### src/hdl/obd_pkg.sv
// Shared types, codes and helper functions for the OBD PID reply decoder.
// Used by every module of the block; depends on nothing else.
`timescale 1ns / 1ps
`default_nettype none

package obd_pkg;

   localparam int STATUS_W = 2;
   localparam int VALUE_W  = 27;
   localparam int SNAP_DATA_W = 32;

   // Result status codes.
   localparam logic [STATUS_W-1:0] STATUS_OK        = 2'd0;
   localparam logic [STATUS_W-1:0] STATUS_NO_ECHO   = 2'd1;
   localparam logic [STATUS_W-1:0] STATUS_TOO_SHORT = 2'd2;

   // Formula selector codes.
   localparam logic [2:0] FORMULA_TEMP_C   = 3'd0;
   localparam logic [2:0] FORMULA_AB_100TH = 3'd1;
   localparam logic [2:0] FORMULA_AB_10TH  = 3'd2;
   localparam logic [2:0] FORMULA_AB       = 3'd3;
   localparam logic [2:0] FORMULA_A        = 3'd4;
   localparam logic [2:0] FORMULA_BOOST    = 3'd5;
   localparam logic [2:0] FORMULA_KELVIN   = 3'd6;
   localparam logic [2:0] FORMULA_ANY_SET  = 3'd7;

   // Register indexes (byte address / 4).
   localparam logic [1:0] REG_ECHO_PATTERN   = 2'd0;
   localparam logic [1:0] REG_ECHO_LENGTH    = 2'd1;
   localparam logic [1:0] REG_FORMULA_SELECT = 2'd2;

   localparam logic [3:0] ECHO_LENGTH_RESET = 4'd4;

   // Scale factors and offsets of the milli-unit formulas.
   localparam logic [9:0] SCALE_1    = 10'd1;
   localparam logic [9:0] SCALE_10   = 10'd10;
   localparam logic [9:0] SCALE_100  = 10'd100;
   localparam logic [9:0] SCALE_1000 = 10'd1000;
   localparam logic [16:0] TEMP_BIAS = 17'd40;
   localparam logic [VALUE_W-1:0] BOOST_OFFSET  = 27'h7FFFC18;  // -1000
   localparam logic [VALUE_W-1:0] KELVIN_OFFSET = 27'h7FBD502;  // -273150

   typedef struct packed {
      logic [31:0] echo_pattern;
      logic [3:0]  echo_length;
      logic [2:0]  formula_select;
   } cfg_type;

   // Reply state captured on the last character; data is left aligned.
   typedef struct packed {
      logic                   found;
      logic [3:0]             count;
      logic [SNAP_DATA_W-1:0] data;
   } snap_type;

   // Returns {valid, nibble}; lower-case letters map like upper-case ones.
   function automatic logic [4:0] hex_decode(input logic [7:0] c);
      logic [4:0] r;
      r = 5'd0;
      if (c inside {[8'h30:8'h39]}) begin
         r = {1'b1, 4'(c - 8'h30)};
      end else if (c inside {[8'h41:8'h46]}) begin
         r = {1'b1, 4'(c - 8'h37)};
      end else if (c inside {[8'h61:8'h66]}) begin
         r = {1'b1, 4'(c - 8'h57)};
      end
      return r;
   endfunction

endpackage

`default_nettype wire

### src/hdl/obd_csr.sv
// APB-style configuration registers of the OBD PID reply decoder.
// Depends on obd_pkg for the register indexes and the configuration type.
`timescale 1ns / 1ps
`default_nettype none

module obd_csr (
   input  wire logic            clock,
   input  wire logic            reset,
   input  wire logic            csr_psel,
   input  wire logic            csr_penable,
   input  wire logic            csr_pwrite,
   input  wire logic [3:0]      csr_paddr,
   input  wire logic [31:0]     csr_pwdata,
   output logic [31:0]          csr_prdata,
   output logic                 csr_pready,
   output obd_pkg::cfg_type     cfg
);

   obd_pkg::cfg_type cfg_ff;
   obd_pkg::cfg_type cfg_in;
   logic             write_en;

   assign csr_pready = 1'b1;
   assign write_en   = csr_psel && csr_penable && csr_pwrite;

   always_comb begin
      cfg_in = cfg_ff;
      if (write_en) begin
         case (csr_paddr[3:2])
            obd_pkg::REG_ECHO_PATTERN:   cfg_in.echo_pattern   = csr_pwdata;
            obd_pkg::REG_ECHO_LENGTH:    cfg_in.echo_length    = csr_pwdata[3:0];
            obd_pkg::REG_FORMULA_SELECT: cfg_in.formula_select = csr_pwdata[2:0];
            default: ;
         endcase
      end
   end

   always_ff @(posedge clock) begin
      if (reset) begin
         cfg_ff.echo_pattern   <= 32'd0;
         cfg_ff.echo_length    <= obd_pkg::ECHO_LENGTH_RESET;
         cfg_ff.formula_select <= obd_pkg::FORMULA_TEMP_C;
      end else begin
         cfg_ff <= cfg_in;
      end
   end

   always_comb begin
      case (csr_paddr[3:2])
         obd_pkg::REG_ECHO_PATTERN:   csr_prdata = cfg_ff.echo_pattern;
         obd_pkg::REG_ECHO_LENGTH:    csr_prdata = {28'd0, cfg_ff.echo_length};
         obd_pkg::REG_FORMULA_SELECT: csr_prdata = {29'd0, cfg_ff.formula_select};
         default:                     csr_prdata = 32'd0;
      endcase
   end

   assign cfg = cfg_ff;

endmodule

`default_nettype wire

### src/hdl/obd_reply_tracker.sv
// Per-character filter, echo matcher and data-digit collector of the decoder.
// Depends on obd_pkg; hands a registered reply snapshot to the value stage.
`timescale 1ns / 1ps
`default_nettype none

module obd_reply_tracker #(
   parameter int MAX_KEPT_DIGITS = 63,
   parameter int ECHO_MAX_DIGITS = 8,
   parameter int DATA_BYTES      = 4
) (
   input  wire logic              clock,
   input  wire logic              reset,
   input  wire logic              req_tvalid,
   output logic                   req_tready,
   input  wire logic [7:0]        req_tdata,
   input  wire logic              req_tlast,
   input  wire obd_pkg::cfg_type  cfg,
   output logic                   snap_valid,
   input  wire logic              snap_ready,
   output obd_pkg::snap_type      snap
);

   localparam int KW = $clog2(MAX_KEPT_DIGITS + 1);
   localparam int RW = 4 * ECHO_MAX_DIGITS;
   localparam int DW = 8 * DATA_BYTES;
   localparam int DIGITS = 2 * DATA_BYTES;

   logic [RW-1:0] recent_ff, recent_in;
   logic [KW-1:0] kept_ff, kept_in;
   logic          found_ff, found_in;
   logic [DW-1:0] data_ff, data_in;
   logic [3:0]    dcount_ff, dcount_in;
   logic          snap_valid_ff, snap_valid_in;
   obd_pkg::snap_type snap_ff, snap_in;

   logic       accept;
   logic [4:0] hex;
   logic       take;
   logic [3:0] len;
   logic       match;
   logic       window_full;

   assign req_tready = !snap_valid_ff || snap_ready;
   assign accept     = req_tvalid && req_tready;
   assign hex        = obd_pkg::hex_decode(req_tdata);
   assign take       = hex[4] && (kept_ff < KW'(MAX_KEPT_DIGITS));
   assign len        = (cfg.echo_length > 4'(ECHO_MAX_DIGITS)) ?
                       4'(ECHO_MAX_DIGITS) : cfg.echo_length;
   assign window_full = ({1'b0, kept_ff} + (KW+1)'(1)) >= (KW+1)'(len);

   always_comb begin
      recent_in     = recent_ff;
      kept_in       = kept_ff;
      found_in      = found_ff;
      data_in       = data_ff;
      dcount_in     = dcount_ff;
      snap_valid_in = snap_valid_ff && !snap_ready;
      snap_in       = snap_ff;
      match         = 1'b1;

      if (accept) begin
         if (take) begin
            kept_in = KW'(kept_ff + KW'(1));
            if (found_ff || len == 4'd0) begin
               // Echo already seen (or empty echo): this digit is data.
               found_in = 1'b1;
               if (dcount_ff < 4'(DIGITS)) begin
                  for (int i = 0; i < DIGITS; i++) begin
                     if (dcount_ff == 4'(i)) begin
                        data_in[DW-1-4*i -: 4] = hex[3:0];
                     end
                  end
                  dcount_in = 4'(dcount_ff + 4'd1);
               end
            end else begin
               recent_in = {recent_ff[RW-5:0], hex[3:0]};
               for (int i = 0; i < ECHO_MAX_DIGITS; i++) begin
                  if (i < int'(len) &&
                      recent_in[4*i +: 4] != cfg.echo_pattern[4*i +: 4]) begin
                     match = 1'b0;
                  end
               end
               if (window_full && match) begin
                  found_in = 1'b1;
               end
            end
         end

         if (req_tlast) begin
            snap_valid_in = 1'b1;
            snap_in.found = found_in;
            snap_in.count = dcount_in;
            snap_in.data  = obd_pkg::SNAP_DATA_W'(data_in) << (obd_pkg::SNAP_DATA_W - DW);
            recent_in     = '0;
            kept_in       = '0;
            found_in      = 1'b0;
            data_in       = '0;
            dcount_in     = '0;
         end
      end
   end

   always_ff @(posedge clock) begin
      if (reset) begin
         recent_ff     <= '0;
         kept_ff       <= '0;
         found_ff      <= 1'b0;
         data_ff       <= '0;
         dcount_ff     <= '0;
         snap_valid_ff <= 1'b0;
      end else begin
         recent_ff     <= recent_in;
         kept_ff       <= kept_in;
         found_ff      <= found_in;
         data_ff       <= data_in;
         dcount_ff     <= dcount_in;
         snap_valid_ff <= snap_valid_in;
      end
      snap_ff <= snap_in;
   end

   assign snap_valid = snap_valid_ff;
   assign snap       = snap_ff;

`ifndef NO_ASSERTIONS
   a_kept_capped: assert property (@(posedge clock) disable iff (reset)
      kept_ff <= KW'(MAX_KEPT_DIGITS))
      else $error("kept digit count exceeds cap");

   a_dcount_capped: assert property (@(posedge clock) disable iff (reset)
      dcount_ff <= 4'(DIGITS))
      else $error("data digit count exceeds capacity");

   a_clear_after_last: assert property (@(posedge clock) disable iff (reset)
      accept && req_tlast |=> kept_ff == '0 && !found_ff && dcount_ff == '0 && snap_valid_ff)
      else $error("reply state not cleared after last character");
`endif

endmodule

`default_nettype wire

### src/hdl/obd_value_calc.sv
// Status and formula stage of the decoder: one constant multiply and offset.
// Depends on obd_pkg; feeds the registered result word of the top level.
`timescale 1ns / 1ps
`default_nettype none

module obd_value_calc #(
   parameter int DATA_BYTES = 4
) (
   input  wire logic                            clock,
   input  wire logic                            reset,
   input  wire logic [2:0]                      formula_select,
   input  wire logic                            snap_valid,
   output logic                                 snap_ready,
   input  wire obd_pkg::snap_type               snap,
   output logic                                 rsp_tvalid,
   input  wire logic                            rsp_tready,
   output logic [obd_pkg::STATUS_W-1:0]         status,
   output logic [obd_pkg::VALUE_W-1:0]          value_milli
);

   logic                          valid_ff, valid_in;
   logic [obd_pkg::STATUS_W-1:0]  status_ff, status_in;
   logic [obd_pkg::VALUE_W-1:0]   value_ff, value_in;

   logic [7:0]            byte_a, byte_b;
   logic [15:0]           ab;
   logic                  wide;
   logic                  any_set;
   logic signed [16:0]    operand;
   logic [9:0]            scale;
   logic [obd_pkg::VALUE_W-1:0] offset;
   logic signed [27:0]    product;

   assign snap_ready = !valid_ff || rsp_tready;
   assign byte_a = snap.data[31:24];
   assign byte_b = (snap.count >= 4'd4) ? snap.data[23:16] : 8'd0;
   assign ab     = {byte_a, byte_b};
   assign wide   = formula_select inside {obd_pkg::FORMULA_AB_100TH, obd_pkg::FORMULA_AB_10TH,
                                          obd_pkg::FORMULA_AB, obd_pkg::FORMULA_BOOST,
                                          obd_pkg::FORMULA_KELVIN};

   always_comb begin
      any_set = 1'b0;
      for (int k = 0; k < DATA_BYTES; k++) begin
         if (snap.count >= 4'(2 * (k + 1)) && snap.data[31-8*k -: 8] != 8'd0) begin
            any_set = 1'b1;
         end
      end
   end

   always_comb begin
      operand   = 17'sd0;
      scale     = 10'd0;
      offset    = '0;
      status_in = obd_pkg::STATUS_OK;
      if (!snap.found) begin
         status_in = obd_pkg::STATUS_NO_ECHO;
      end else if (snap.count < (wide ? 4'd4 : 4'd2)) begin
         status_in = obd_pkg::STATUS_TOO_SHORT;
      end else begin
         case (formula_select)
            obd_pkg::FORMULA_TEMP_C: begin
               operand = $signed(17'(byte_a) - obd_pkg::TEMP_BIAS);
               scale   = obd_pkg::SCALE_1000;
            end
            obd_pkg::FORMULA_AB_100TH: begin
               operand = $signed(17'(ab));
               scale   = obd_pkg::SCALE_10;
            end
            obd_pkg::FORMULA_AB_10TH: begin
               operand = $signed(17'(ab));
               scale   = obd_pkg::SCALE_100;
            end
            obd_pkg::FORMULA_AB: begin
               operand = $signed(17'(ab));
               scale   = obd_pkg::SCALE_1000;
            end
            obd_pkg::FORMULA_A: begin
               operand = $signed(17'(byte_a));
               scale   = obd_pkg::SCALE_1000;
            end
            obd_pkg::FORMULA_BOOST: begin
               operand = $signed(17'(ab));
               scale   = obd_pkg::SCALE_1;
               offset  = obd_pkg::BOOST_OFFSET;
            end
            obd_pkg::FORMULA_KELVIN: begin
               operand = $signed(17'(ab));
               scale   = obd_pkg::SCALE_100;
               offset  = obd_pkg::KELVIN_OFFSET;
            end
            default: begin
               operand = any_set ? 17'sd1 : 17'sd0;
               scale   = obd_pkg::SCALE_1000;
            end
         endcase
      end
   end

   assign product  = operand * $signed({1'b0, scale});
   assign value_in = obd_pkg::VALUE_W'(product[obd_pkg::VALUE_W-1:0] + offset);

   always_comb begin
      valid_in = valid_ff && !rsp_tready;
      if (snap_valid && snap_ready) begin
         valid_in = 1'b1;
      end
   end

   always_ff @(posedge clock) begin
      if (reset) begin
         valid_ff <= 1'b0;
      end else begin
         valid_ff <= valid_in;
      end
      if (snap_valid && snap_ready) begin
         status_ff <= status_in;
         value_ff  <= value_in;
      end
   end

   assign rsp_tvalid  = valid_ff;
   assign status      = status_ff;
   assign value_milli = value_ff;

`ifndef NO_ASSERTIONS
   a_error_value_zero: assert property (@(posedge clock) disable iff (reset)
      valid_ff && status_ff != obd_pkg::STATUS_OK |-> value_ff == '0)
      else $error("nonzero value reported with an error status");

   a_status_legal: assert property (@(posedge clock) disable iff (reset)
      valid_ff |-> status_ff <= obd_pkg::STATUS_TOO_SHORT)
      else $error("undefined status code");

   a_snap_to_result: assert property (@(posedge clock) disable iff (reset)
      snap_valid && snap_ready |=> valid_ff)
      else $error("snapshot taken but no result word pending");
`endif

endmodule

`default_nettype wire

### src/hdl/obd_pid_response_decoder_unit.sv
// Top level of the OBD PID reply decoder: stream ports, APB registers.
// Depends on obd_pkg, obd_csr, obd_reply_tracker and obd_value_calc.
`timescale 1ns / 1ps
`default_nettype none

// The decoder takes one reply character per word on the req_ stream, with
// tlast set on the final character of a reply, and accepts a new word in
// every cycle unless stalled. Only hex digits are kept (lower case counts
// as upper case), up to MAX_KEPT_DIGITS per reply. The first place where
// the configured echo pattern of echo_length digits appears ends the
// search, and up to 2*DATA_BYTES digits after it become data bytes A, B,
// C, D. For each character that carries tlast exactly one result word
// comes out on the rsp_ stream: a status (0 ok, 1 echo not found, 2 data
// too short) and the selected formula's value times 1000 as a signed
// integer, zero on error. The reply state clears itself after every last
// character. The snapshot register of the reply tracker captures the
// reply at the edge that accepts the last character, and the result
// register behind the constant multiplier loads it from there as soon
// as that register is free, which raises rsp_tvalid. Both stages hand
// words on while the next ones arrive, so throughput is one character
// per cycle as long as results are taken; when both stages hold a word
// and rsp_tready is low, req_tready drops. Registers: echo_pattern at
// 0x0, echo_length at 0x4 (reset value 4, values above ECHO_MAX_DIGITS
// act as that maximum, 0 means every digit is data), formula_select at 0x8.
// Write them only while no reply is in progress and no result is pending.
module obd_pid_response_decoder_unit #(
   parameter int MAX_KEPT_DIGITS = 63,
   parameter int ECHO_MAX_DIGITS = 8,
   parameter int DATA_BYTES      = 4
) (
   input  wire logic        clock,
   input  wire logic        reset,
   input  wire logic        req_tvalid,
   output logic             req_tready,
   input  wire logic [7:0]  req_tdata,    // [7:0] reply_char
   input  wire logic        req_tlast,    // is_last
   output logic             rsp_tvalid,
   input  wire logic        rsp_tready,
   output logic [31:0]      rsp_tdata,    // [1:0] status, [28:2] value_milli, rest zero
   input  wire logic        csr_psel,
   input  wire logic        csr_penable,
   input  wire logic        csr_pwrite,
   input  wire logic [3:0]  csr_paddr,
   input  wire logic [31:0] csr_pwdata,
   output logic [31:0]      csr_prdata,
   output logic             csr_pready
);

   obd_pkg::cfg_type                cfg;
   obd_pkg::snap_type               snap;
   logic                            snap_valid;
   logic                            snap_ready;
   logic [obd_pkg::STATUS_W-1:0]    status;
   logic [obd_pkg::VALUE_W-1:0]     value_milli;

   // Configuration registers.
   obd_csr u_csr (
      .clock       (clock),
      .reset       (reset),
      .csr_psel    (csr_psel),
      .csr_penable (csr_penable),
      .csr_pwrite  (csr_pwrite),
      .csr_paddr   (csr_paddr),
      .csr_pwdata  (csr_pwdata),
      .csr_prdata  (csr_prdata),
      .csr_pready  (csr_pready),
      .cfg         (cfg)
   );

   // Character filter and echo match; registers a snapshot on tlast.
   obd_reply_tracker #(
      .MAX_KEPT_DIGITS (MAX_KEPT_DIGITS),
      .ECHO_MAX_DIGITS (ECHO_MAX_DIGITS),
      .DATA_BYTES      (DATA_BYTES)
   ) u_tracker (
      .clock      (clock),
      .reset      (reset),
      .req_tvalid (req_tvalid),
      .req_tready (req_tready),
      .req_tdata  (req_tdata),
      .req_tlast  (req_tlast),
      .cfg        (cfg),
      .snap_valid (snap_valid),
      .snap_ready (snap_ready),
      .snap       (snap)
   );

   // Status decision and scaled formula value into the result register.
   obd_value_calc #(
      .DATA_BYTES (DATA_BYTES)
   ) u_calc (
      .clock          (clock),
      .reset          (reset),
      .formula_select (cfg.formula_select),
      .snap_valid     (snap_valid),
      .snap_ready     (snap_ready),
      .snap           (snap),
      .rsp_tvalid     (rsp_tvalid),
      .rsp_tready     (rsp_tready),
      .status         (status),
      .value_milli    (value_milli)
   );

   // Pack the result word: status in the low bits, value above it.
   assign rsp_tdata = {3'd0, value_milli, status};

endmodule

`default_nettype wire

### config.mk
export PLATFORM = sky130hd
export DESIGN_NAME = obd_pid_response_decoder_unit
export DESIGN_NICKNAME = d
export VERILOG_FILES = /design/src/hdl/obd_pkg.sv /design/src/hdl/obd_csr.sv /design/src/hdl/obd_reply_tracker.sv /design/src/hdl/obd_value_calc.sv /design/src/hdl/obd_pid_response_decoder_unit.sv
export SDC_FILE = /design/constraint.sdc
export NUM_CORES = 1
export LEC_CHECK = 0
export BUFFER_PORTS_ARGS = -buffer_cell sky130_fd_sc_hd__buf_2
export CAP_MARGIN = 25
export CORE_MARGIN = 1.5
export CORE_UTILIZATION = 55
export DETAILED_ROUTE_END_ITERATION = 10
export GPL_TIMING_DRIVEN = 0
export PLACE_DENSITY = 0.74
export SLEW_MARGIN = 10
export SYNTH_ARGS = -nofsm -noshare
export SYNTH_HDL_FRONTEND = slang
export SYNTH_SLANG_ARGS = --single-unit
### constraint.sdc
create_clock -name clock -period 8.98 [get_ports clock]
set_clock_uncertainty 0.1 [all_clocks]
set_input_delay 1.347 -clock clock [delete_from_list [all_inputs] [get_ports clock]]
set_output_delay 1.347 -clock clock [all_outputs]
set_load 0.05 [all_outputs]
==> impl_metrics.toml, run 1 <==
[timing]
period_minus_slack_ns = 7.809
max_slew_margin = 0.4043
max_freq_mhz = 128.1
drv_slew = 0
worst_pin_slew_ns = 0.8868
finalHoldViolations = 0
rsz0062_at_grt = "false"
setup_viol = 0
period_share = 0.8696
tns_ns = 0

[grt]
grt_pass1_vias = 10528
grt_pass1_wl_mm = 50.66
grt.overflow.total = 0
antenna_found_initial = 0
track_usage = 0.2419
grt_max_degree = 38

[cells_and_area]
final_area_sq_mm = 0.01557
fin_cells = 1951
num_antenna_cells = 0
area_delta_synth_final_pct = 11.93
multiInputGateArea_sq_mm = 0.008738
utilization = 0.6221
fin_nets = 1896
ff_latch_area_sq_mm = 0.004194
fillCellCount = 2133
final_layout_size_suffix_gt1_frac = 0.1215

[drt]
first_pass_iters = 5
drt_wl_total_mm = 30.47
avgViaCountPerCell = 5.402
wire_per_inst_um = 15.62
dr.first_iter.drc_count = 737
vias = 10539
ant_nets = 0
drc = 0

[clock_network]
cts.reportedPaths.clkPinSlew_ns = 0.08
numCtsBuffers = 17
cts_setup_buffers = 0
cts_tree = "built"
clk_latency_ns = 0.45
clk_path_buf_depth = 2
cts_resized = 0
clock-sinks = 177
root_buffer = "clkbuf_16"
cts_hold_buf = 0
htree_levels = 4

[critical_path]
cp_max_fo = 10
path_class = "reg -> reg"
cp.required_ns = 9.04
cp-end-kind = "flop"
cp-start-kind = "flop"
worstPathArrival_ns = 7.87

[floorplanning]
core_area_sq_mm = 0.02504
die_area_sq_mm = 0.02626
rows = 58
die_w_um = 162.1
die_y_um = 162.1
initial_core_util = 0.5558
io_pins = 119

[power_and_ir_drop]
p_sw_w = 0.0007300
combPwrFrac = 0.237
leakagePower_nw = 7.169
seqPwrFrac = 0.400
intPower_w = 0.001451
peakVddDrop_mv = 0.1333
total_power_w = 0.002181
clock_power_share = 0.363
p_sw_frac = 0.3348
p_per_area_mw_per_mm2 = 140.0

[synth]
yosysUniqueCellTypes = 74
synth.avg_cell_area_sq_um = 9.472
ys_ff_latch = 177
synth_area_sq_mm = 0.01391
synth_cells = 1469
seq_area_frac_synth = 0.3014
synth-edff-count = 65
async_flop_share = 0
ys.flop_type = "dfxtp_1"
ys.warnings.count = 0

[min_path]
hp-class = "reg -> reg"

[place]
place_area_sq_mm = 0.01493
io_buffers = 108
dp_cells = 1917
place.gp.congestion = 0.8953
dp_hpwl_mm = 24.02

[status]
outcome = "complete, no violations"

[run]
max_cap_violations = 0
-- per-stage QoR --
| step | setup WS [ns] | hold slack (ns) |
|---|---|---|
| after global routing | 0.6561 | 0.3817 |
| after CTS | 1.138 | 0.3686 |
| after floorplan | 2.336 | 0.3322 |
| final | 1.171 | 0.3649 |
| after global placement | 1.279 | 0.3385 |
| after detailed placement | 1.180 | 0.3475 |
-- area by class of cell --
class                           count  area share
Clock inverter                     15     0.01309
Timing Repair Buffer              111     0.03679
Inverter                          190     0.04579
Sequential cell                   177      0.2693
Multi-Input combinational cell   1050      0.5611
Clock buffer                       17     0.02731
Tap cell                          330     0.02651
Buffer                             61     0.02016
-- kinds of logic after synthesis --
logic type | Yosys count | synth area share
xor+xnor | 61 | 0.03840
simple gates | 464 | 0.1531
other cells | 2 | 0.0005397
buf+inv | 251 | 0.07382
fa+ha+maj | 236 | 0.2894
compound gates | 258 | 0.1279
flops | 177 | 0.3014
mux | 20 | 0.01547
-- cell usage after synthesis (3+ instances only) --
library cell  instances  area share
nand3_1              22      0.0079
o21ai_0              32       0.012
a32o_1                8      0.0058
o211ai_1              4      0.0022
xor2_1               23       0.014
nand3b_1              7      0.0038
o21bai_1              5      0.0027
o21ai_2               8      0.0050
nor2_1              153       0.041
nand2b_1             12      0.0054
and2_1               35       0.016
a21oi_1              82       0.029
and3_1               15      0.0067
mux2_1                7      0.0057
a41oi_1               3      0.0019
edfxtp_1             65        0.14
mux2i_1              11      0.0079
o31ai_1               4      0.0022
nand4_1               5      0.0022
a22o_1                5      0.0031
xnor2_1              38       0.024
a211o_1               4      0.0025
nand2_1             157       0.042
fa_1                143        0.21
a211oi_1              5      0.0027
o2bb2ai_1            25       0.016
clkbuf_1             34      0.0092
ha_1                 93       0.084
a22oi_1              33       0.018
nor4_1               11      0.0049
inv_1               189       0.051
dfxtp_1             112        0.16
nor3_1               17      0.0061
buf_4                12      0.0065
a21o_1                7      0.0038
nor2b_1               9      0.0040
or3_1                 6      0.0027
o21a_1                7      0.0038
buf_2                11      0.0040
-- path summary, 6_finish.rpt --
check	slack, ns	to	start	depth (start not counted)
worst min register to register	0.36	u_tracker.data_ff[15]$_SDFFE_PP0P_	u_tracker.data_ff[15]$_SDFFE_PP0P_	1
worst min-delay path	0.36	u_tracker.data_ff[15]$_SDFFE_PP0P_	u_tracker.data_ff[15]$_SDFFE_PP0P_	1
worst max-delay path	1.17	u_calc.value_milli[25]$_DFFE_PP_	u_csr.cfg[1]$_SDFFE_PP0P_	22
worst max register to register	1.17	u_calc.value_milli[25]$_DFFE_PP_	u_csr.cfg[1]$_SDFFE_PP0P_	22
-- cells in the final DEF (no fill, tap or decap), types with 8 or more instances in the layout --
master and n:
clkbuf_1 34, o21ai_2 8, nand2b_1 12, inv_1 188, nor3_1 17, o2bb2ai_1 25, nand3_1 22, edfxtp_1 65
buf_2 119, clkbuf_16 17, conb_1 11, a22oi_1 33, ha_1 93, a21oi_1 82, fa_1 143, xor2_1 23
nor2b_1 9, mux2i_1 11, and2_1 35, xnor2_1 38, nor4_1 11, dfxtp_1 112, nand2_1 157, o21ai_0 32
buf_4 13, a32o_1 8, and3_1 15, nor2_1 153
-- power groups by stage --
stage | Combinational, W | Sequential [W] | Clock [W]
global route | 0.000587 | 0.000874 | 0.000826
detailed placement | 0.000516 | 0.000891 | 0
finish | 0.000518 | 0.000872 | 0.000791
global placement | 0.000494 | 0.000891 | 0
CTS | 0.000519 | 0.000872 | 0.000799
floorplan | 0.000364 | 0.000927 | 0
-- worst max-delay path, cell delays in order (launching register included) --
cell and delay [ns]:
dfxtp_1 0.30, buf_2 0.19, and3_1 0.25, nor2_2 0.29, inv_1 0.14, ha_1 0.30
a211o_1 0.19, nand2_1 0.20, nor2_2 0.33, nand2_1 0.31, nor2_1 0.36, fa_1 0.47
fa_1 0.47, fa_1 0.52, fa_1 0.52, fa_1 0.50, ha_1 0.36, a21o_1 0.22
o21bai_1 0.17, a211oi_1 0.41, o31ai_1 0.24, o31ai_1 0.49, o311ai_0 0.19
-- per-layer routing --
layer	track usage	routed length [um]	vias to the layer above
li1	-	-	5165
met5	0	0	-
met2	0.4097	15040	259
met3	0.03371	1381	29
met4	0.06797	360	0
met1	0.3257	13680	5086
-- state kept, by name, indices dropped and copies added, names as in the netlist --
register	flops
u_tracker.snap	36
u_calc.rsp_tvalid	1
u_tracker.kept_ff	6
u_csr.cfg	39
u_tracker.recent_ff	28
u_tracker.dcount_ff	4
u_calc.value_milli	27
u_calc.status	2
u_tracker.snap_valid	1
u_tracker.found_ff	1
u_tracker.data_ff	32
Power figures use the tool's default switching activity.
==> run 2: changes to the inputs <==
Settings changed: SYNTH_HIERARCHICAL set to 1.
==> run 2 against run 1 <==
  * The flow now finishes with violations (design-rule violations)
  * Critical path type unchanged
  * Sequential power about the same
  * Utilization about the same
  * Register-to-register slack worse by 0.73 ns
  * Design area up 4.4%
  * Critical endpoint is now u_calc/value_milli[25]$_DFFE_PP_
  * Synthesized cell count up 8.0%
  * Setup slack worse by 0.73 ns
==> impl_metrics.toml, run 2 <==
[cells_and_area]
fin_nets = 2010
multiInputGateArea_sq_mm = 0.009226
final_cell_mix = "inv_1, nor2_1, fa_1, buf_2, dfxtp_1"
final_common_cell = "inv_1"
final_layout_size_suffix_gt1_frac = 0.1155
fillCellCount = 2239
final_area_sq_mm = 0.01626
fin_cells = 2066
largest_reg_flops = 39
area_delta_synth_final_pct = 10.91
utilization = 0.6223
ff_latch_area_sq_mm = 0.004194
num_antenna_cells = 0

[synth]
synth_cells = 1586
synth_area_sq_mm = 0.01466
ys.warnings.count = 6
synth.avg_cell_area_sq_um = 9.245

[floorplanning]
core_area_sq_mm = 0.02613
die_y_um = 166.3
die_area_sq_mm = 0.02765
rows = 59
io_pins = 119
initial_core_util = 0.5611
die_w_um = 166.3

[clock_network]
clk_path_buf_depth = 2
cts_tree = "built"
root_buffer = "clkbuf_16"
htree_levels = 4
numCtsBuffers = 17
cts.reportedPaths.clkPinSlew_ns = 0.07
clk_latency_ns = 0.45
clock-sinks = 177
cts_setup_buffers = 0

[timing]
whs_ns = 0.3578
period_share = 0.9510
rsz0062_at_grt = "false"
drv_slew = 0
max_freq_mhz = 117.1
max_slew_margin = 0.1834
period_minus_slack_ns = 8.540
worst_pin_slew_ns = 1.225
tns_ns = 0
setup_viol = 0
finalHoldViolations = 0

[critical_path]
path_class = "reg -> reg"
cp.required_ns = 9.07
slowest_stage = "o31ai_1"
cp_max_fo = 10
cp-end-kind = "flop"
cp_top_family = "adder cells"
cpPeakStageDelay_ns = 0.62
cp-start-kind = "flop"
worstPathArrival_ns = 8.63
crit_buf_inv = 8

[drt]
avgViaCountPerCell = 5.480
wire_per_inst_um = 16.33
first_pass_iters = 9
dr.first_iter.drc_count = 772
ant_nets = 0
vias = 11322
drc = 2
drt_wl_total_mm = 33.74

[power_and_ir_drop]
clock_power_share = 0.340
intPower_w = 0.001471
p_per_area_mw_per_mm2 = 136.5
p_sw_frac = 0.3377
p_sw_w = 0.0007496
leakagePower_nw = 7.368
peakVddDrop_mv = 0.1101
seqPwrFrac = 0.394
combPwrFrac = 0.266

[grt]
grt_max_degree = 30
antenna_found_initial = 0
grt_pass1_vias = 11423
grt_pass1_wl_mm = 55.83
track_usage = 0.2513
grt.overflow.total = 0

[status]
outcome = "finished, violations left"
failed_checks = "design-rule violations"

[place]
dp_cells = 2034
dp_hpwl_mm = 26.62
place_area_sq_mm = 0.01566
io_buffers = 109
place.gp.congestion = 0.9230

[min_path]
hp-class = "reg -> reg"

[run]
max_cap_violations = 0
==> run 2: cell count changes in the layout (fill, tap and decap cells not counted), moves of 9 or more <==
cell       delta
a21oi_1      -30
a22oi_1      +28
nand2b_1     +72
mux2i_1      +32
inv_1        +63
nor2_1       +28
o2bb2ai_1    -25
nand2_1      -64
nand3_1       -9
o21ai_0      +12
==> run 2: stage by stage <==
stage / power [W] / worst slack, ns
3_3_place_gp: 0.001462 / 0.5211
5_1_grt: 0.002349 / 0.01337
4_1_cts: 0.002237 / 0.3298
2_1_floorplan: 0.001352 / 1.558
6_report: 0.002220 / 0.4399
3_5_place_dp: 0.001487 / 0.3641
==> run 2: power by group through the flow <==
stage / sequential, W / combinational, W / clock [W]
2_1_floorplan: 0.000930 / 0.000422 / 0
3_3_place_gp: 0.000894 / 0.000568 / 0
3_5_place_dp: 0.000894 / 0.000593 / 0
4_1_cts: 0.000876 / 0.000595 / 0.000767
5_1_grt: 0.000878 / 0.000673 / 0.000798
6_report: 0.000875 / 0.000590 / 0.000755
==> run 2: path summary, 6_finish.rpt <==
| check | slack, ns | cells past startpoint | end | start |
|---|---|---|---|---|
| worst max-delay path | 0.44 | 28 | u_calc/value_milli[25]$_DFFE_PP_ | u_csr/cfg[0]$_SDFFE_PP0P_ |
| worst min-delay path | 0.36 | 2 | u_tracker/data_ff[29]$_SDFFE_PP0P_ | u_tracker/data_ff[29]$_SDFFE_PP0P_ |
| worst max register to register | 0.44 | 28 | u_calc/value_milli[25]$_DFFE_PP_ | u_csr/cfg[0]$_SDFFE_PP0P_ |
| worst min register to register | 0.36 | 2 | u_tracker/data_ff[29]$_SDFFE_PP0P_ | u_tracker/data_ff[29]$_SDFFE_PP0P_ |
==> run 2: layout make-up <==
class | instances | area share
multi-input combinational | 1095 | 0.5674
buffer | 64 | 0.01900
clock buffer | 17 | 0.02616
inverter | 253 | 0.05840
sequential | 177 | 0.2579
tap | 335 | 0.02578
timing repair buffer | 110 | 0.03447
clock inverter | 15 | 0.01093
==> run 2: tightest hold or removal path: stages (launching register included) <==
cell,delay (ns)
dfxtp_1,0.31
nand2_1,0.05
a21oi_1,0.05
==> run 2: per-layer routing <==
metal,share of wire,track usage,up-vias
met3,0.046,0.03074,48
met4,0.021,0.08577,0
met2,0.51,0.4482,335
met5,0,0,-
li1,-,-,5445
met1,0.43,0.3159,5494
==> run 2: repair_timing <==
action,CTS,global route
endpoints found under the setup margin,0,3
hold buffers,0,0
resized for setup,0,1
==> run 3: changes to the inputs <==
Settings changed: PLACE_DENSITY 0.74 to unset, PLACE_DENSITY_LB_ADDON set to 0.3.
==> run 3 against run 2 <==
  * The flow still finishes with violations (design-rule violations)
  * Hold slack gained 0.0062 ns
  * Setup slack gained 0.085 ns
  * First-iteration DRC count grew 20%
  * Combinational power is essentially flat
  * Sequential share of layout area shrank 0.075 points
  * Highest routed layer unchanged
==> impl_metrics.toml, run 3 (synthesized netlist as in run 2, its figures left out) <==
[grt]
grt_pass1_wl_mm = 56.01
grt_max_degree = 30
grt_pass1_vias = 11480
grt.overflow.total = 0
track_usage = 0.2506
antenna_found_initial = 0

[cells_and_area]
ff_latch_area_sq_mm = 0.004194
final_cell_mix = "inv_1, nor2_1, fa_1, buf_2, dfxtp_1"
num_antenna_cells = 0
final_layout_size_suffix_gt1_frac = 0.1161
largest_reg_flops = 39
fin_nets = 2011
area_delta_synth_final_pct = 11.23
fillCellCount = 2237
utilization = 0.6241
multiInputGateArea_sq_mm = 0.009226
final_common_cell = "inv_1"

[power_and_ir_drop]
leakagePower_nw = 7.387
intPower_w = 0.001491
seqPwrFrac = 0.389
clock_power_share = 0.348
p_per_area_mw_per_mm2 = 137.9
peakVddDrop_mv = 0.1154
combPwrFrac = 0.263
p_sw_w = 0.0007585
p_sw_frac = 0.3371

[critical_path]
path_class = "reg -> reg"
cp_max_fo = 10
worstPathArrival_ns = 8.54
worst_path_most_repeated_cell = "inv_1"
cpPeakStageDelay_ns = 0.62
cp-end-kind = "flop"
cp-start-kind = "flop"
cp.required_ns = 9.06
slowest_stage = "nor2_1"

[clock_network]
cts.reportedPaths.clkPinSlew_ns = 0.07
numCtsBuffers = 17
root_buffer = "clkbuf_16"
clock-sinks = 177
cts_hold_buf = 0
clk_path_buf_depth = 2
clk_latency_ns = 0.44
cts_tree = "built"
htree_levels = 4

[timing]
period_share = 0.9416
rsz0062_at_grt = "false"
max_slew_margin = 0.4047
setup_viol = 0
tns_ns = 0
drv_slew = 0
period_minus_slack_ns = 8.456
worst_pin_slew_ns = 0.8930
finalHoldViolations = 0
max_freq_mhz = 118.3
postLayoutSetupSlackWorst_ns = 0.5244

[place]
dp_hpwl_mm = 26.17
dp_slack_ns = 0.4911
io_buffers = 109
place.gp.congestion = 0.9358

[drt]
first_pass_iters = 8
vias = 11316
drc = 6
dr.first_iter.drc_count = 927
drt_wl_total_mm = 33.61
ant_nets = 0
wire_per_inst_um = 16.26
avgViaCountPerCell = 5.475

[floorplanning]
initial_core_util = 0.5611
die_area_sq_mm = 0.02765
core_area_sq_mm = 0.02613
die_y_um = 166.3
rows = 59
die_w_um = 166.3
io_pins = 119

[status]
failed_checks = "design-rule violations"
outcome = "finished, violations left"

[min_path]
hp-class = "reg -> reg"

[run]
max_cap_violations = 0
[run 3: final timing paths]
path / start / endpoint / slack, ns / cells past startpoint
hold reg to reg: u_tracker/data_ff[28]$_SDFFE_PP0P_ / u_tracker/data_ff[28]$_SDFFE_PP0P_ / 0.36 / 2
hold / removal: u_tracker/data_ff[28]$_SDFFE_PP0P_ / u_tracker/data_ff[28]$_SDFFE_PP0P_ / 0.36 / 2
setup reg to reg: u_csr/cfg[0]$_SDFFE_PP0P_ / u_calc/value_milli[25]$_DFFE_PP_ / 0.52 / 28
setup / recovery: u_csr/cfg[0]$_SDFFE_PP0P_ / u_calc/value_milli[25]$_DFFE_PP_ / 0.52 / 28
[run 3: timing repair]
action                                  in CTS  in global routing
buffers inserted                             0                  0
endpoints found under the setup margin       0                  2
resized for setup                            0                  1
[run 3: power groups by stage]
| stage | registers [W] | logic (W) | clock network, W |
|---|---|---|---|
| final | 0.000875 | 0.000592 | 0.000782 |
| after global placement | 0.000894 | 0.000568 | 0 |
| after CTS | 0.000876 | 0.000595 | 0.000794 |
| after global routing | 0.000877 | 0.000674 | 0.000827 |
| after detailed placement | 0.000894 | 0.000593 | 0 |
| after floorplan | 0.000930 | 0.000422 | 0 |
[run 3: worst max-delay path: cells and delay by family (launching register included)]
family | cells | cell delay (ns)
adder cells (fa/ha/maj) | 8 | 3.22
AO/OA/AOI/OAI | 6 | 1.78
AND/OR/NAND/NOR | 5 | 1.41
buffers and inverters | 8 | 0.84
flip-flops | 1 | 0.44
multiplexers | 1 | 0.40
[run 3: final cells by class]
| type | count | area share |
|---|---|---|
| Buffer | 64 | 0.01895 |
| Clock buffer | 18 | 0.02762 |
| Clock inverter | 14 | 0.01120 |
| Inverter | 253 | 0.05823 |
| Multi-Input combinational cell | 1095 | 0.5657 |
| Sequential cell | 177 | 0.2572 |
| Tap cell | 335 | 0.02570 |
| Timing Repair Buffer | 111 | 0.03544 |
[run 3: routing by layer]
| layer | share of wire | wire length (um) | track usage | up-vias |
|---|---|---|---|---|
| met3 | 0.043 | 1443 | 0.03670 | 66 |
| met2 | 0.51 | 17090 | 0.4451 | 296 |
| met5 | 0 | 0 | 0 | - |
| met4 | 0.026 | 863 | 0.09012 | 0 |
| met1 | 0.42 | 14220 | 0.3110 | 5502 |
| li1 | - | - | - | 5452 |
[run 3: per-stage QoR]
| stage | total power [W] | cells | hold slack (ns) | cell area (sq um) |
|---|---|---|---|---|
| floorplan | 0.001352 | 1589 | 0.3284 | 14670 |
| global placement | 0.001462 | 2033 | 0.3452 | 15640 |
| detailed placement | 0.001487 | 2034 | 0.3470 | 15670 |
| CTS | 0.002264 | 2066 | 0.3620 | 16300 |
| global route | 0.002379 | 2067 | 0.3861 | 16310 |
| finish | 0.002250 | 2067 | 0.3640 | 16310 |
